==> src/sv/lbfe_pkg.sv <==
// ----------------------------------------------------------------------------
// LED blink/fade effect package
// Shared colour type, effect mode codes and register indexes.
// ----------------------------------------------------------------------------
`default_nettype none

package lbfe_pkg;

   typedef struct packed {
      logic [7:0] blue;
      logic [7:0] green;
      logic [7:0] red;
   } rgb_type;

   typedef enum logic [1:0] {
      MODE_STEADY = 2'd0,
      MODE_BLINK  = 2'd1,
      MODE_FADE   = 2'd2
   } mode_type;

   localparam int unsigned CSR_INDEX_WIDTH = 3;
   localparam int unsigned CSR_DATA_WIDTH  = 32;

   localparam logic [CSR_INDEX_WIDTH-1:0] CSR_EFFECT_MODE = 3'd0;
   localparam logic [CSR_INDEX_WIDTH-1:0] CSR_COLOR_RED   = 3'd1;
   localparam logic [CSR_INDEX_WIDTH-1:0] CSR_COLOR_GREEN = 3'd2;
   localparam logic [CSR_INDEX_WIDTH-1:0] CSR_COLOR_BLUE  = 3'd3;
   localparam logic [CSR_INDEX_WIDTH-1:0] CSR_FRAME_DELAY = 3'd4;

   localparam logic [31:0] FRAME_DELAY_RESET = 32'd500000;

endpackage

`default_nettype wire

==> src/sv/lbfe_color_scale.sv <==
// ----------------------------------------------------------------------------
// LED colour scaler
// Scales each channel of a colour by level/255, rounding down.
// ----------------------------------------------------------------------------
`default_nettype none

module lbfe_color_scale (
   input  wire lbfe_pkg::rgb_type base,
   input  wire logic [7:0]        level,
   output      lbfe_pkg::rgb_type scaled
);

   logic [15:0] prod_r;
   logic [15:0] prod_g;
   logic [15:0] prod_b;
   logic [16:0] sum_r;
   logic [16:0] sum_g;
   logic [16:0] sum_b;

   // x/255 == (x + 1 + (x >> 8)) >> 8 for every x up to 65534, which covers every 8x8-bit product
   always_comb begin
      prod_r = 16'(base.red)   * 16'(level);
      prod_g = 16'(base.green) * 16'(level);
      prod_b = 16'(base.blue)  * 16'(level);
      sum_r  = 17'(prod_r) + 17'd1 + 17'(prod_r[15:8]);
      sum_g  = 17'(prod_g) + 17'd1 + 17'(prod_g[15:8]);
      sum_b  = 17'(prod_b) + 17'd1 + 17'(prod_b[15:8]);
      scaled.red   = sum_r[15:8];
      scaled.green = sum_g[15:8];
      scaled.blue  = sum_b[15:8];
   end

endmodule

`default_nettype wire

==> src/sv/led_blink_fade_effect_top.sv <==
// ----------------------------------------------------------------------------
// LED blink/fade effect generator
// Tick-driven RGB effect: steady colour, blink on/off, or fade up and down.
// ----------------------------------------------------------------------------
// Each request transfer carries one time tick (advance) and an optional
// restart, and yields exactly one response transfer with the colour now on
// the LED and a strobe that marks a freshly written colour. The block takes
// one transfer per clock; each passes through the request register and then
// the response register, with the counter compare and the colour scaler
// between them. A stalled response holds throughput to the rate at which
// rsp_tready is granted. The user must write registers through the csr_ port
// only while no transfer is in flight; the block itself does not enforce it.
`default_nettype none

module led_blink_fade_effect_top #(
   parameter int unsigned DELAY_BITS = 32
) (
   input  wire  logic                                  clock,
   input  wire  logic                                  reset,
   // request: [0] advance, [1] restart
   input  wire  logic                                  req_tvalid,
   output       logic                                  req_tready,
   input  wire  logic [7:0]                            req_tdata,
   // response: [7:0] led_red, [15:8] led_green, [23:16] led_blue
   output       logic                                  rsp_tvalid,
   input  wire  logic                                  rsp_tready,
   output       logic [23:0]                           rsp_tdata,
   // response: [0] write_strobe
   output       logic                                  rsp_tuser,
   input  wire  logic                                  csr_we,
   input  wire  logic [lbfe_pkg::CSR_INDEX_WIDTH-1:0]  csr_index,
   input  wire  logic [lbfe_pkg::CSR_DATA_WIDTH-1:0]   csr_wdata
);

   // Wait comparisons run at the wider of the delay register and the counter
   localparam int unsigned WIDE = (DELAY_BITS > 32) ? DELAY_BITS : 32;
   localparam logic [64:0] LIMIT_FULL = (65'd1 << DELAY_BITS) - 65'd1;
   localparam logic [WIDE-1:0] LIMIT = LIMIT_FULL[WIDE-1:0];

   // Configuration registers
   logic [1:0]        mode_ff;
   lbfe_pkg::rgb_type base_ff;
   logic [31:0]       delay_ff;

   // Request stage
   logic s1_valid_ff, s1_valid_in;
   logic s1_adv_ff;
   logic s1_restart_ff;

   // Effect state
   logic [DELAY_BITS-1:0] wait_ff, wait_in;
   logic [8:0]            step_ff, step_in;
   logic                  running_ff, running_in;
   lbfe_pkg::rgb_type     color_ff, color_in;

   // Response stage
   logic              rsp_valid_ff, rsp_valid_in;
   lbfe_pkg::rgb_type rsp_color_ff;
   logic              rsp_strobe_ff;

   logic                  out_free;
   logic                  s1_fire;
   logic [DELAY_BITS-1:0] eff_wait;
   logic [8:0]            eff_step;
   logic                  eff_run;
   logic                  timed_mode;
   logic                  do_write;
   logic [8:0]            wr_step;
   logic [7:0]            level;
   logic [31:0]           wait_src;
   logic [WIDE-1:0]       wait_wide;
   logic [DELAY_BITS-1:0] wait_load;
   lbfe_pkg::rgb_type     write_color;
   lbfe_pkg::rgb_type     faded;

   // Response register frees when empty or being taken
   assign out_free   = !rsp_valid_ff || rsp_tready;
   assign s1_fire    = s1_valid_ff && out_free;
   assign req_tready = !s1_valid_ff || out_free;

   assign rsp_tvalid = rsp_valid_ff;
   assign rsp_tdata  = rsp_color_ff;
   assign rsp_tuser  = rsp_strobe_ff;

   // Register writes; unknown indexes drop
   always_ff @(posedge clock) begin
      if (reset) begin
         mode_ff  <= lbfe_pkg::MODE_STEADY;
         base_ff  <= '0;
         delay_ff <= lbfe_pkg::FRAME_DELAY_RESET;
      end else if (csr_we) begin
         case (csr_index)
            lbfe_pkg::CSR_EFFECT_MODE: mode_ff        <= csr_wdata[1:0];
            lbfe_pkg::CSR_COLOR_RED:   base_ff.red    <= csr_wdata[7:0];
            lbfe_pkg::CSR_COLOR_GREEN: base_ff.green  <= csr_wdata[7:0];
            lbfe_pkg::CSR_COLOR_BLUE:  base_ff.blue   <= csr_wdata[7:0];
            lbfe_pkg::CSR_FRAME_DELAY: delay_ff       <= csr_wdata[31:0];
            default: ;
         endcase
      end
   end

   lbfe_color_scale u_scale (
      .base   (base_ff),
      .level  (level),
      .scaled (faded)
   );

   always_comb begin
      // restart clears the pattern before the tick is looked at
      eff_wait   = s1_restart_ff ? '0 : wait_ff;
      eff_step   = s1_restart_ff ? '0 : step_ff;
      eff_run    = s1_restart_ff ? 1'b0 : running_ff;
      timed_mode = (mode_ff == lbfe_pkg::MODE_BLINK) || (mode_ff == lbfe_pkg::MODE_FADE);
      do_write   = s1_adv_ff &&
                   (!eff_run || (timed_mode && (eff_wait <= DELAY_BITS'(1))));
      wr_step    = eff_run ? eff_step : 9'd0;
      // level climbs 0..255 then falls 255..0 over the second half
      level      = wr_step[8] ? ~wr_step[7:0] : wr_step[7:0];

      case (mode_ff)
         lbfe_pkg::MODE_BLINK: begin
            write_color = wr_step[0] ? '0 : base_ff;
            wait_src    = delay_ff;
         end
         lbfe_pkg::MODE_FADE: begin
            write_color = faded;
            wait_src    = delay_ff >> 8;
         end
         default: begin
            write_color = base_ff;
            wait_src    = '0;
         end
      endcase

      // saturate the wait at the counter's range
      wait_wide = WIDE'(wait_src);
      wait_load = (wait_wide > LIMIT) ? LIMIT[DELAY_BITS-1:0] : wait_wide[DELAY_BITS-1:0];

      wait_in    = eff_wait;
      step_in    = eff_step;
      running_in = eff_run;
      color_in   = color_ff;
      if (do_write) begin
         wait_in    = wait_load;
         step_in    = wr_step + 9'd1;
         running_in = 1'b1;
         color_in   = write_color;
      end else if (s1_adv_ff && eff_run && timed_mode) begin
         wait_in = eff_wait - DELAY_BITS'(1);
      end

      s1_valid_in  = req_tready ? req_tvalid : s1_valid_ff;
      rsp_valid_in = out_free ? s1_valid_ff : rsp_valid_ff;
   end

   always_ff @(posedge clock) begin
      if (reset) begin
         s1_valid_ff  <= 1'b0;
         rsp_valid_ff <= 1'b0;
         wait_ff      <= '0;
         step_ff      <= '0;
         running_ff   <= 1'b0;
         color_ff     <= '0;
      end else begin
         s1_valid_ff  <= s1_valid_in;
         rsp_valid_ff <= rsp_valid_in;
         // advance the effect only when the item moves on
         if (s1_fire) begin
            wait_ff    <= wait_in;
            step_ff    <= step_in;
            running_ff <= running_in;
            color_ff   <= color_in;
         end
      end
   end

   // Payload registers: no reset needed
   always_ff @(posedge clock) begin
      if (req_tvalid && req_tready) begin
         s1_adv_ff     <= req_tdata[0];
         s1_restart_ff <= req_tdata[1];
      end
      if (s1_fire) begin
         rsp_color_ff  <= color_in;
         rsp_strobe_ff <= do_write;
      end
   end

`ifndef SYNTHESIS
   // only a restart stops a running pattern
   assert property (@(posedge clock) disable iff (reset)
      (s1_fire && !s1_restart_ff && running_ff) |=> running_ff)
      else $error("pattern stopped without restart");

   // the step moves only on a write or a restart
   assert property (@(posedge clock) disable iff (reset)
      (s1_fire && !s1_restart_ff && !do_write) |=> $stable(step_ff))
      else $error("step changed without a write");

   // a moving item always lands in the response register
   assert property (@(posedge clock) disable iff (reset)
      s1_fire |=> rsp_valid_ff)
      else $error("item lost between stages");

   // a fade level never brightens a channel beyond the base colour
   assert property (@(posedge clock) disable iff (reset)
      (do_write && (mode_ff == lbfe_pkg::MODE_FADE)) |->
      ((faded.red <= base_ff.red) && (faded.green <= base_ff.green) &&
       (faded.blue <= base_ff.blue)))
      else $error("fade scaled above base colour");

   // the colour is unchanged unless written
   assert property (@(posedge clock) disable iff (reset)
      (s1_fire && !do_write) |=> $stable(color_ff))
      else $error("colour changed without a write");
`endif

endmodule

`default_nettype wire

==> config.mk <==
export PLATFORM = sky130hd
export DESIGN_NAME = led_blink_fade_effect_top
export DESIGN_NICKNAME = d
export VERILOG_FILES = /design/src/sv/lbfe_pkg.sv /design/src/sv/lbfe_color_scale.sv /design/src/sv/led_blink_fade_effect_top.sv
export SDC_FILE = /design/constraint.sdc
export NUM_CORES = 1
export LEC_CHECK = 0
export BUFFER_PORTS_ARGS = -buffer_cell sky130_fd_sc_hd__buf_2
export CORE_MARGIN = 8
export CORE_UTILIZATION = 65
export DETAILED_ROUTE_END_ITERATION = 6
export GPL_ROUTABILITY_DRIVEN = 0
export PLACE_DENSITY = 0.86
export SYNTH_ARGS = -nofsm -noshare
export SYNTH_HDL_FRONTEND = slang
export SYNTH_SLANG_ARGS = --single-unit
export TNS_END_PERCENT = 30
==> constraint.sdc <==
create_clock -name clock -period 12.5 [get_ports clock]
set_input_delay 0 -clock clock [delete_from_list [all_inputs] [get_ports clock]]
set_output_delay 0 -clock clock [all_outputs]
set_load 0.05 [all_outputs]
==> results of run 1 <==
[how the worst max path moves through the flow]
stage,to,start
floorplan,rsp_tdata[3],s1_restart_ff
global placement,rsp_tdata[3],s1_restart_ff
detailed placement,rsp_tdata[9],s1_restart_ff
CTS,rsp_tdata[9],s1_restart_ff
global route,rsp_tdata[9],s1_restart_ff
finish,rsp_tdata[9],s1_restart_ff
[where the power goes]
| part | total [mW] | switching, mW | internal [mW] |
|---|---|---|---|
| logic | 0.132 | 0.0894 | 0.0429 |
| clock network | 0.511 | 0.230 | 0.280 |
| registers | 0.536 | 0.0172 | 0.519 |
[cell usage after synthesis, drive strengths merged, types with 11 or more instances]
| cell type | count | share of area, % |
|---|---|---|
| a21o | 19 | 0.90 |
| buf | 28 | 0.92 |
| and3 | 36 | 1.4 |
| a22oi | 23 | 1.1 |
| nand2b | 11 | 0.48 |
| a31oi | 22 | 0.87 |
| nand3 | 32 | 1.0 |
| a21oi | 150 | 4.7 |
| and2 | 155 | 6.1 |
| clkbuf | 96 | 2.3 |
| dfxtp | 126 | 16 |
| a221oi | 13 | 0.72 |
| nor2b | 11 | 0.43 |
| xor2 | 22 | 1.2 |
| nor3 | 51 | 1.7 |
| nand3b | 13 | 0.61 |
| o21ai | 94 | 3.0 |
| o21a | 13 | 0.61 |
| a211oi | 40 | 2.0 |
| inv | 182 | 4.3 |
| nor3b | 13 | 0.65 |
| nor2 | 147 | 3.5 |
| or3 | 14 | 0.65 |
| fa | 108 | 14 |
| nand2 | 214 | 5.1 |
| ha | 128 | 10 |
| edfxtp | 27 | 5.1 |
| xnor2 | 34 | 1.9 |
[metrics by stage]
step	cell area [µm²]	hold slack, ps	cells	setup slack, ps
after CTS	17200	53.7	2351	4010
after floorplan	15900	98.9	1995	5440
final	17200	93.6	2351	4010
after detailed placement	16300	186	2282	4050
after global placement	16300	178	2282	4320
after global routing	17200	94.4	2351	3590
[state kept, by name, indices dropped and copies added (netlist names)]
name / cells
rsp_tdata: 24
rsp_tvalid: 1
running_ff: 1
mode_ff: 2
color_ff: 24
rsp_tuser: 1
delay_ff: 32
s1_restart_ff: 1
wait_ff: 32
step_ff: 9
s1_valid_ff: 1
base_ff: 24
s1_adv_ff: 1
[worst reg2reg max path: stages (launching register included)]
cell       delay, ps
edfxtp_1         360
buf_4            270
inv_1            610
nand2_1          400
nor2_1           190
buf_4            280
nand2_1          140
fa_1             530
fa_1             540
inv_1             60
fa_1             530
inv_1             60
fa_1             540
inv_1             40
ha_1             410
nand3_1          140
o2111ai_1        310
xor2_1           390
ha_1             250
or2_2            120
a21oi_1           70
a21o_1           190
maj3_1           340
a2111oi_0        480
o22a_2           290
mux2_2           350
a21oi_1          210
a21oi_1          140
[cell type report]
type                            count  area (µm²)  area share [%]
Timing Repair Buffer              124         856            4.97
Clock buffer                       18         429            2.49
Tap cell                          324         405            2.35
Inverter                          183         687            3.99
Multi-Input combinational cell   1535       11400            66.0
Clock inverter                     14         143           0.828
Sequential cell                   153        3330            19.3
[placed cells by master, fill, tap and decap left out, types with 67 or more instances in the layout]
master	netlist	routed
nand2_1	213	213
inv_1	181	181
and2_1	155	155
a21oi_1	150	150
nor2_1	147	145
ha_1	128	128
dfxtp_1	126	126
fa_1	108	108
o21ai_0	70	70
buf_2	18	67
[logic make-up (layout without fill, tap and decap cells)]
group,after synthesis,after routing,synth area share (%)
AOI/OAI and AO/OA,484,484,20.0
xor gates and xnor gates,56,56,3.09
adders and majority gates,238,238,23.8
buffers and inverters,307,339,7.51
DFF,153,153,21.0
muxes,9,9,0.575
and+or+nand+nor,748,748,24.1
[per-layer routing]
| metal | wire, µm | track usage [%] | vias up |
|---|---|---|---|
| li1 | - | - | 6943 |
| met1 | 16900 | 36.3 | 7162 |
| met2 | 20300 | 48.8 | 780 |
| met3 | 4170 | 6.85 | 140 |
| met4 | 1600 | 13.6 | 0 |
| met5 | 0 | 0 | - |
==> impl_metrics.sql, run 1 <==
INSERT INTO impl_metrics (metric_group, metric, value, unit) VALUES
('cts', 'cts_tree', 'done', ''),
('sta', 'timing.final.max_slew_violations', '0', ''),
('placed_design', 'place_hpwl', '29900', 'µm'),
('synth', 'ys_seq_elements', '153', ''),
('synth', 'postSynth.topFlopCell', 'dfxtp_1', ''),
('pwr', 'cellPowerDensity', '68.4', 'nW/µm²'),
('route', 'drt_drc_violations_left', '0', ''),
('cts', 'postCtsResizedCells', '0', ''),
('cells_and_area', 'fin_util', '71.3', '%'),
('cells_and_area', 'final_layout_size_suffix_gt1_share', '7.99', '%'),
('flow_run', 'cap_viol_max_count', '0', ''),
('worst_setup_path', 'setup.worst_path.class', 'flip-flop to flip-flop', ''),
('sta', 'setup_violations', '0', ''),
('worst_setup_path', 'cp_top_family', 'adder cells', ''),
('hold_path', 'hold_class', 'primary input to flip-flop', ''),
('route', 'vias_per_cell', '6.39', ''),
('worst_setup_path', 'critical_path_required', '12630', 'ps'),
('grt', 'initial_antenna_violation_count', '0', ''),
('route', 'drt_first_pass_iters', '5', ''),
('pwr', 'power_leakage', '7.67', 'nW'),
('cts', 'path_clk_slew', '70', 'ps'),
('synth', 'ys_seq_area_share', '21.0', '%'),
('hold_path', 'worst_hold_path.endpoint', 'mode_ff[1]', ''),
('synth', 'synth_warnings', '0', ''),
('worst_setup_path', 'setup.reg_to_reg.worst_slack', '4010', 'ps'),
('floorplan', 'die_area', '29700', 'µm²'),
('floorplan', 'start_util', '65.7', '%'),
('floorplan', 'die_w', '172', 'µm'),
('grt', 'grt_usage', '29.6', '%'),
('cells_and_area', 'filler_cell_count', '1765', ''),
('run_status', 'status', 'finished clean', ''),
('synth', 'average_cell_area_after_synthesis', '7.97', 'µm²'),
('sta', 'grt_setup_unrepaired', 'false', ''),
('cts', 'clock_insertion_delay_worst_skew', '430', 'ps'),
('worst_setup_path', 'worst_r2r_startpoint', 's1_restart_ff', ''),
('worst_setup_path', 'cpMaxStageDelayCell', 'inv_1', ''),
('floorplan', 'ios', '75', ''),
('synth', 'number_of_distinct_library_cells_after_synthesis', '91', ''),
('placed_design', 'port-buffer-count', '68', ''),
('sta', 'fin_crit_period', '8490', 'ps'),
('synth', 'synth-async-reset-ratio', '0', '%'),
('floorplan', 'vertical_die_dimension', '172', 'µm'),
('route', 'routed_wire_length_per_instance', '18.3', 'µm'),
('sta', 'timing.final.hold_violations', '0', ''),
('sta', 'fmax', '0.118', 'GHz'),
('route', 'drt.antenna.violating_nets', '0', ''),
('route', 'drt_iter0_markers', '1489', ''),
('grt', 'grt_pass1_vias', '15100', ''),
('floorplan', 'core_area', '24200', 'µm²'),
('worst_setup_path', 'r2r_end', 'rsp_tdata[9]', ''),
('cts', 'cts_htree_levels', '4', ''),
('cts', 'clkSinkCount', '153', ''),
('worst_setup_path', 'critPathMaxStageDelay', '590', 'ps'),
('cells_and_area', 'area.growth.synth_to_final', '8.46', '%'),
('floorplan', 'placementRows', '57', ''),
('worst_setup_path', 'worstSetupStartpointType', 'flip-flop', ''),
('sta', 'setup_total_negative_slack', '0', 'ps'),
('hold_path', 'min_path_cells', '2', ''),
('hold_path', 'min_from', 'reset', ''),
('route', 'routed_wirelength', '43000', 'µm'),
('synth', 'syn_inst', '1995', ''),
('sta', 'min_period_over_period', '67.9', '%'),
('synth', 'syn_nets', '2279', ''),
('cts', 'clock_tree.root_cell', 'clkbuf_16', ''),
('pwr', 'fin_total_pwr', '1.18', 'mW'),
('sta', 'timing.max_slew.rel_slack', '22.8', '%'),
('worst_setup_path', 'cp.arrival', '8620', 'ps'),
('worst_setup_path', 'critical_path_stages', '27', ''),
('cts', 'holdBufCountCts', '37', ''),
('cts', 'cts_buffer_depth', '2', ''),
('worst_setup_path', 'end_kind', 'flip-flop', ''),
('grt', 'grt_max_degree', '70', ''),
('pwr', 'peakVddDrop', '0.0906', 'mV'),
('grt', 'overall_overflow_remaining_after_global_route', '0', ''),
('worst_setup_path', 'worst-path-max-fanout', '47', ''),
('worst_setup_path', 'worst-path-buf-inv', '6', ''),
('route', 'via_count', '15000', ''),
('worst_setup_path', 'r2r_cells', '27', ''),
('cells_and_area', 'n_antenna_cell', '0', ''),
('cts', 'cts_buffer_count', '17', ''),
('grt', 'grt_pass1_wl', '72000', 'µm'),
('cts', 'post_cts_buffers', '0', ''),
('sta', 'timing_worst_slew_pin_value', '1150', 'ps'),
('sta', 'clock_skew', '12.3', 'ps'),
('synth', 'synth-edff-count', '27', ''),
('synth', 'synth.cell_area', '15900', 'µm²'),
('cells_and_area', 'finalNetCount', '2298', '');
No activity file was read; power rests on OpenSTA's default activity.
==> run 2: changes to the inputs <==
Settings changed: CORE_UTILIZATION 65 to 64, PLACE_DENSITY 0.86 to 0.85.
Clock period 12.5 ns to 8.8 ns, I/O delays scaled along.
==> impl_metrics.sql, run 2 (synthesized netlist as in run 1, its figures left out) <==
INSERT INTO impl_metrics (metric_group, metric, value, unit) VALUES
('floorplan', 'core_area', '24300', 'µm²'),
('worst_setup_path', 'worst-path-max-fanout', '23', ''),
('floorplan', 'placementRows', '57', ''),
('cells_and_area', 'finalNetCount', '2301', ''),
('worst_setup_path', 'cpMaxStageDelayCell', 'nor2_1', ''),
('route', 'routed_wirelength', '42700', 'µm'),
('cts', 'postCtsResizedCells', '0', ''),
('pwr', 'power_leakage', '7.71', 'nW'),
('cells_and_area', 'layout.cells.most_common', 'nand2_1', ''),
('cells_and_area', 'layout.area.seq', '3330', 'µm²'),
('route', 'drt_iter0_markers', '1353', ''),
('placed_design', 'dpl_worst_slack', '797', 'ps'),
('sta', 'fin_crit_period', '8100', 'ps'),
('placed_design', 'place_hpwl', '29400', 'µm'),
('worst_setup_path', 'worstSetupStartpointType', 'flip-flop', ''),
('cts', 'cts_buffer_count', '17', ''),
('sta', 'clock_skew', '13.7', 'ps'),
('route', 'drt_first_pass_iters', '6', ''),
('grt', 'initial_antenna_violation_count', '1', ''),
('cells_and_area', 'filler_cell_count', '1771', ''),
('sta', 'timing.final.hold_violations', '0', ''),
('cts', 'cts_htree_levels', '4', ''),
('cts', 'cts_tree', 'done', ''),
('grt', 'grt_pass1_wl', '70600', 'µm'),
('cells_and_area', 'final_cell_mix', '213 x nand2_1, 181 x inv_1, 155 x and2_1, 150 x a21oi_1, 145 x nor2_1', ''),
('grt', 'grt_max_degree', '69', ''),
('route', 'vias_per_cell', '6.41', ''),
('cts', 'holdBufCountCts', '37', ''),
('floorplan', 'vertical_die_dimension', '174', 'µm'),
('worst_setup_path', 'critical_path_required', '8980', 'ps'),
('cells_and_area', 'area.growth.synth_to_final', '8.91', '%'),
('flow_run', 'cap_viol_max_count', '0', ''),
('floorplan', 'die_area', '30100', 'µm²'),
('floorplan', 'start_util', '65.3', '%'),
('cts', 'clkSinkCount', '153', ''),
('hold_path', 'hold_class', 'primary input to flip-flop', ''),
('cts', 'cts_buffer_depth', '2', ''),
('cells_and_area', 'multi_input_comb_area', '11400', 'µm²'),
('sta', 'grt_setup_unrepaired', 'false', ''),
('placed_design', 'port-buffer-count', '68', ''),
('worst_setup_path', 'setup.worst_path.class', 'flip-flop to flip-flop', ''),
('sta', 'setup_violations', '0', ''),
('floorplan', 'die_w', '174', 'µm'),
('cts', 'path_clk_slew', '70', 'ps'),
('worst_setup_path', 'end_kind', 'flip-flop', ''),
('route', 'drt_drc_violations_left', '0', ''),
('cts', 'clock_insertion_delay_worst_skew', '440', 'ps'),
('sta', 'timing.max_slew.rel_slack', '23.8', '%'),
('grt', 'grt_pass1_vias', '14500', ''),
('grt', 'overall_overflow_remaining_after_global_route', '0', ''),
('sta', 'fin_ws', '701', 'ps'),
('route', 'routed_wire_length_per_instance', '18.1', 'µm'),
('cells_and_area', 'final_layout_size_suffix_gt1_share', '8.18', '%'),
('worst_setup_path', 'critPathMaxStageDelay', '710', 'ps'),
('grt', 'grt_usage', '27.8', '%'),
('sta', 'min_period_over_period', '92.0', '%'),
('sta', 'setup_total_negative_slack', '0', 'ps'),
('cells_and_area', 'fin_util', '71.2', '%'),
('worst_setup_path', 'cp_top_family', 'adder cells', ''),
('run_status', 'status', 'finished clean', ''),
('cells_and_area', 'reg_top3', 'delay_ff: 32 flops, wait_ff: 32 flops', ''),
('cts', 'clock_tree.root_cell', 'clkbuf_16', ''),
('worst_setup_path', 'cp.arrival', '8280', 'ps'),
('pwr', 'peakVddDrop', '0.126', 'mV'),
('floorplan', 'ios', '75', ''),
('sta', 'fmax', '0.123', 'GHz'),
('cts', 'post_cts_buffers', '0', ''),
('sta', 'timing.final.max_slew_violations', '0', ''),
('route', 'via_count', '15100', ''),
('sta', 'timing_worst_slew_pin_value', '1140', 'ps'),
('pwr', 'cellPowerDensity', '99.5', 'nW/µm²'),
('route', 'drt.antenna.violating_nets', '0', ''),
('worst_setup_path', 'worst-path-buf-inv', '5', ''),
('worst_setup_path', 'worst_path_most_repeated_cell', 'fa_1', '');
-- run 2: cell types whose count changed in the layout (fill, tap and decap cells not counted) --
cell / change
inv_6: +1
clkbuf_16: +1
clkbuf_8: +2
buf_4: +3
diode_2: +1
inv_4: -2
inv_8: +2
clkinvlp_4: -1
clkinv_2: -1
clkbuf_1: -1
clkinv_4: -1
-- run 2: worst min-delay path, delay by kind of cell --
| kind | cells | cell delay [ps] |
|---|---|---|
| AO/OA/AOI/OAI | 1 | 50 |
| buffers and inverters | 1 | 160 |
| AND/OR/NAND/NOR | 2 | 240 |
-- run 2: power breakdown --
group	switching, mW	internal (mW)	total, mW
clock network	0.337	0.435	0.772
registers	0.0241	0.737	0.761
logic	0.127	0.0615	0.189
total	0.488	1.23	1.72
-- run 2: layer usage --
layer	track usage, %	share of wire, %	vias up
met3	4.86	8.6	101
met4	9.26	2.4	0
li1	-	-	6969
met1	35.1	41	7292
met5	0	0	-
met2	47.3	48	735
-- run 2: worst paths after layout --
path,cells after the start,startpoint,slack (ps),end
worst min register to register,2,delay_ff[7],460,delay_ff[7]
worst max-delay path,27,s1_restart_ff,700,rsp_tdata[19]
worst max register to register,27,s1_restart_ff,700,rsp_tdata[19]
worst min-delay path,4,csr_index[0],60,base_ff[14]
-- run 2: metrics by stage --
step                      power (mW)  instances  hold slack [ps]  cell area (µm²)
after global routing            1.77       2355             97.4            17300
final                           1.72       2355             63.7            17300
after global placement         0.940       2285              177            16300
after CTS                       1.71       2354             47.7            17300
after detailed placement       0.944       2285              180            16300
after floorplan                0.891       1995             98.9            15900
-- run 2: final cells by class --
type	instances	area share, %
clock buffer	20	2.76
multi-input combinational	1535	65.8
tap	324	2.34
sequential	153	19.3
antenna	1	0.0145
timing repair buffer	127	5.08
clock inverter	12	0.810
inverter	183	3.97
==> run 3: changes to the inputs <==
Settings changed: CTS_BUF_LIST set to sky130_fd_sc_hd__clkbuf_16.
==> impl_metrics.sql, run 3 (synthesized netlist as in run 1, its figures left out) <==
INSERT INTO impl_metrics (metric_group, metric, value, unit) VALUES
('cells_and_area', 'final_layout_size_suffix_gt1_share', '8.13', '%'),
('cells_and_area', 'finalNetCount', '2301', ''),
('route', 'drt_first_pass_iters', '7', ''),
('cells_and_area', 'multi_input_comb_area', '11400', 'µm²'),
('sta', 'min_period_over_period', '92.0', '%'),
('worst_setup_path', 'worst-path-max-fanout', '23', ''),
('hold_path', 'min_from', 'csr_index[0]', ''),
('sta', 'timing.final.max_slew_violations', '0', ''),
('hold_path', 'hold_class', 'primary input to flip-flop', ''),
('cells_and_area', 'final_cell_mix', '213 x nand2_1, 181 x inv_1, 155 x and2_1, 150 x a21oi_1, 145 x nor2_1', ''),
('route', 'via_count', '15000', ''),
('cts', 'cts_htree_levels', '4', ''),
('grt', 'initial_antenna_violation_count', '1', ''),
('worst_setup_path', 'setup.reg_to_reg.worst_slack', '700', 'ps'),
('cells_and_area', 'layout.area.seq', '3330', 'µm²'),
('floorplan', 'ios', '75', ''),
('route', 'routed_wirelength', '42700', 'µm'),
('sta', 'timing.hold.ws', '66.0', 'ps'),
('route', 'drt.antenna.violating_nets', '0', ''),
('floorplan', 'die_w', '174', 'µm'),
('sta', 'fin_crit_period', '8100', 'ps'),
('worst_setup_path', 'worstSetupStartpointType', 'flip-flop', ''),
('sta', 'grt_setup_unrepaired', 'false', ''),
('sta', 'timing.max_slew.rel_slack', '21.9', '%'),
('route', 'drt_iter0_markers', '1288', ''),
('grt', 'grt_pass1_vias', '14500', ''),
('pwr', 'cellPowerDensity', '98.6', 'nW/µm²'),
('cells_and_area', 'layout.cells.most_common', 'nand2_1', ''),
('floorplan', 'vertical_die_dimension', '174', 'µm'),
('sta', 'fmax', '0.123', 'GHz'),
('cts', 'cts_buffer_depth', '2', ''),
('cts', 'cts_tree', 'done', ''),
('worst_setup_path', 'end_kind', 'flip-flop', ''),
('route', 'routed_wire_length_per_instance', '18.1', 'µm'),
('cts', 'cts_buffer_count', '17', ''),
('cts', 'clkSinkCount', '153', ''),
('cells_and_area', 'filler_cell_count', '1773', ''),
('route', 'drt_drc_violations_left', '0', ''),
('flow_run', 'cap_viol_max_count', '0', ''),
('grt', 'overall_overflow_remaining_after_global_route', '0', ''),
('cts', 'post_cts_buffers', '0', ''),
('worst_setup_path', 'critical_path_required', '8960', 'ps'),
('grt', 'grt_pass1_wl', '70500', 'µm'),
('worst_setup_path', 'cp.arrival', '8260', 'ps'),
('grt', 'grt_usage', '27.7', '%'),
('cts', 'postCtsResizedCells', '0', ''),
('cells_and_area', 'fin_util', '71.1', '%'),
('sta', 'setup_violations', '0', ''),
('pwr', 'peakVddDrop', '0.125', 'mV'),
('route', 'vias_per_cell', '6.36', ''),
('worst_setup_path', 'r2r_end', 'rsp_tdata[9]', ''),
('sta', 'timing.final.hold_violations', '0', ''),
('cts', 'clock_insertion_delay_worst_skew', '440', 'ps'),
('sta', 'clock_skew', '14.8', 'ps'),
('hold_path', 'min_path_cells', '4', ''),
('floorplan', 'start_util', '65.3', '%'),
('cts', 'clock_tree.root_cell', 'clkbuf_16', ''),
('floorplan', 'die_area', '30100', 'µm²'),
('floorplan', 'core_area', '24300', 'µm²'),
('hold_path', 'worst_hold_path.endpoint', 'base_ff[14]', ''),
('worst_setup_path', 'setup.worst_path.class', 'flip-flop to flip-flop', ''),
('placed_design', 'port-buffer-count', '68', ''),
('pwr', 'fin_total_pwr', '1.70', 'mW'),
('cts', 'path_clk_slew', '70', 'ps'),
('run_status', 'status', 'finished clean', ''),
('cells_and_area', 'area.growth.synth_to_final', '8.78', '%'),
('pwr', 'power_leakage', '7.70', 'nW'),
('floorplan', 'placementRows', '57', ''),
('placed_design', 'place_hpwl', '29400', 'µm'),
('sta', 'timing_worst_slew_pin_value', '1170', 'ps'),
('worst_setup_path', 'r2r_cells', '26', ''),
('worst_setup_path', 'worst_r2r_startpoint', 's1_restart_ff', ''),
('cells_and_area', 'reg_top3', 'delay_ff: 32 flops, wait_ff: 32 flops', ''),
('sta', 'setup_total_negative_slack', '0', 'ps'),
('grt', 'grt_max_degree', '69', '');
==> run 3: worst max-delay path by stage <==
| stage | start | depth (start not counted) | slack (ps) | to |
|---|---|---|---|---|
| final | s1_restart_ff | 26 | 700 | rsp_tdata[9] |
| after global routing | s1_restart_ff | 27 | 170 | rsp_tdata[19] |
| after CTS | s1_restart_ff | 25 | 770 | rsp_tdata[9] |
| after detailed placement | s1_restart_ff | 25 | 800 | rsp_tdata[9] |
| after global placement | s1_restart_ff | 26 | 970 | rsp_tdata[9] |
| after floorplan | s1_restart_ff | 26 | 1740 | rsp_tdata[3] |
==> run 3: through the flow <==
stage	instance area, µm²	setup WS (ps)	instances
finish	17300	700	2355
global route	17300	169	2355
CTS	17300	770	2354
detailed placement	16300	797	2285
global placement	16300	968	2285
floorplan	15900	1740	1995
==> run 3: area by class of cell <==
cell class	instances	share of cell area (%)
Clock inverter	14	0.854
Sequential cell	153	19.3
Timing Repair Buffer	127	5.08
Tap cell	324	2.35
Antenna cell	1	0.0145
Multi-Input combinational cell	1535	65.8
Clock buffer	18	2.61
Inverter	183	3.97
==> run 3: critical path: stages, from the launching register on <==
cell and delay (ps):
edfxtp_1 400, inv_1 80, buf_4 290, nand2_1 270, nor2_1 710, nand2_1 170, fa_1 510, fa_1 550
inv_1 60, fa_1 520, inv_1 50, fa_1 520, inv_1 40, ha_1 410, nand3_1 130, o2111ai_1 290
xor2_1 420, ha_1 260, or2_2 110, a21oi_1 70, a21o_1 180, maj3_1 350, a2111oi_0 470, o22a_2 280
mux2_2 340, a21oi_1 200, a21oi_1 120
==> run 3: repair_timing <==
action                                  CTS  global route
endpoints found under the hold margin    64             0
endpoints found under the setup margin    0             0
hold buffers                             37             0
==> run 3: routing by layer <==
layer / part of all wire [%] / GRT usage [%] / wire length, µm / up-vias
met5: 0 / 0 / 0 / -
met4: 2.5 / 8.91 / 1080 / 0
met3: 8.9 / 5.21 / 3790 / 106
met2: 48 / 47.3 / 20600 / 694
met1: 40 / 34.9 / 17200 / 7204
li1: - / - / - / 6971
==> run 3: where the power goes <==
group | internal (mW) | total (mW) | leakage [nW] | switching [mW]
Clock | 0.418 | 0.754 | 0.299 | 0.336
Combinational | 0.0615 | 0.189 | 6.13 | 0.127
Sequential | 0.737 | 0.761 | 1.28 | 0.0239
Total | 1.22 | 1.70 | 7.70 | 0.487
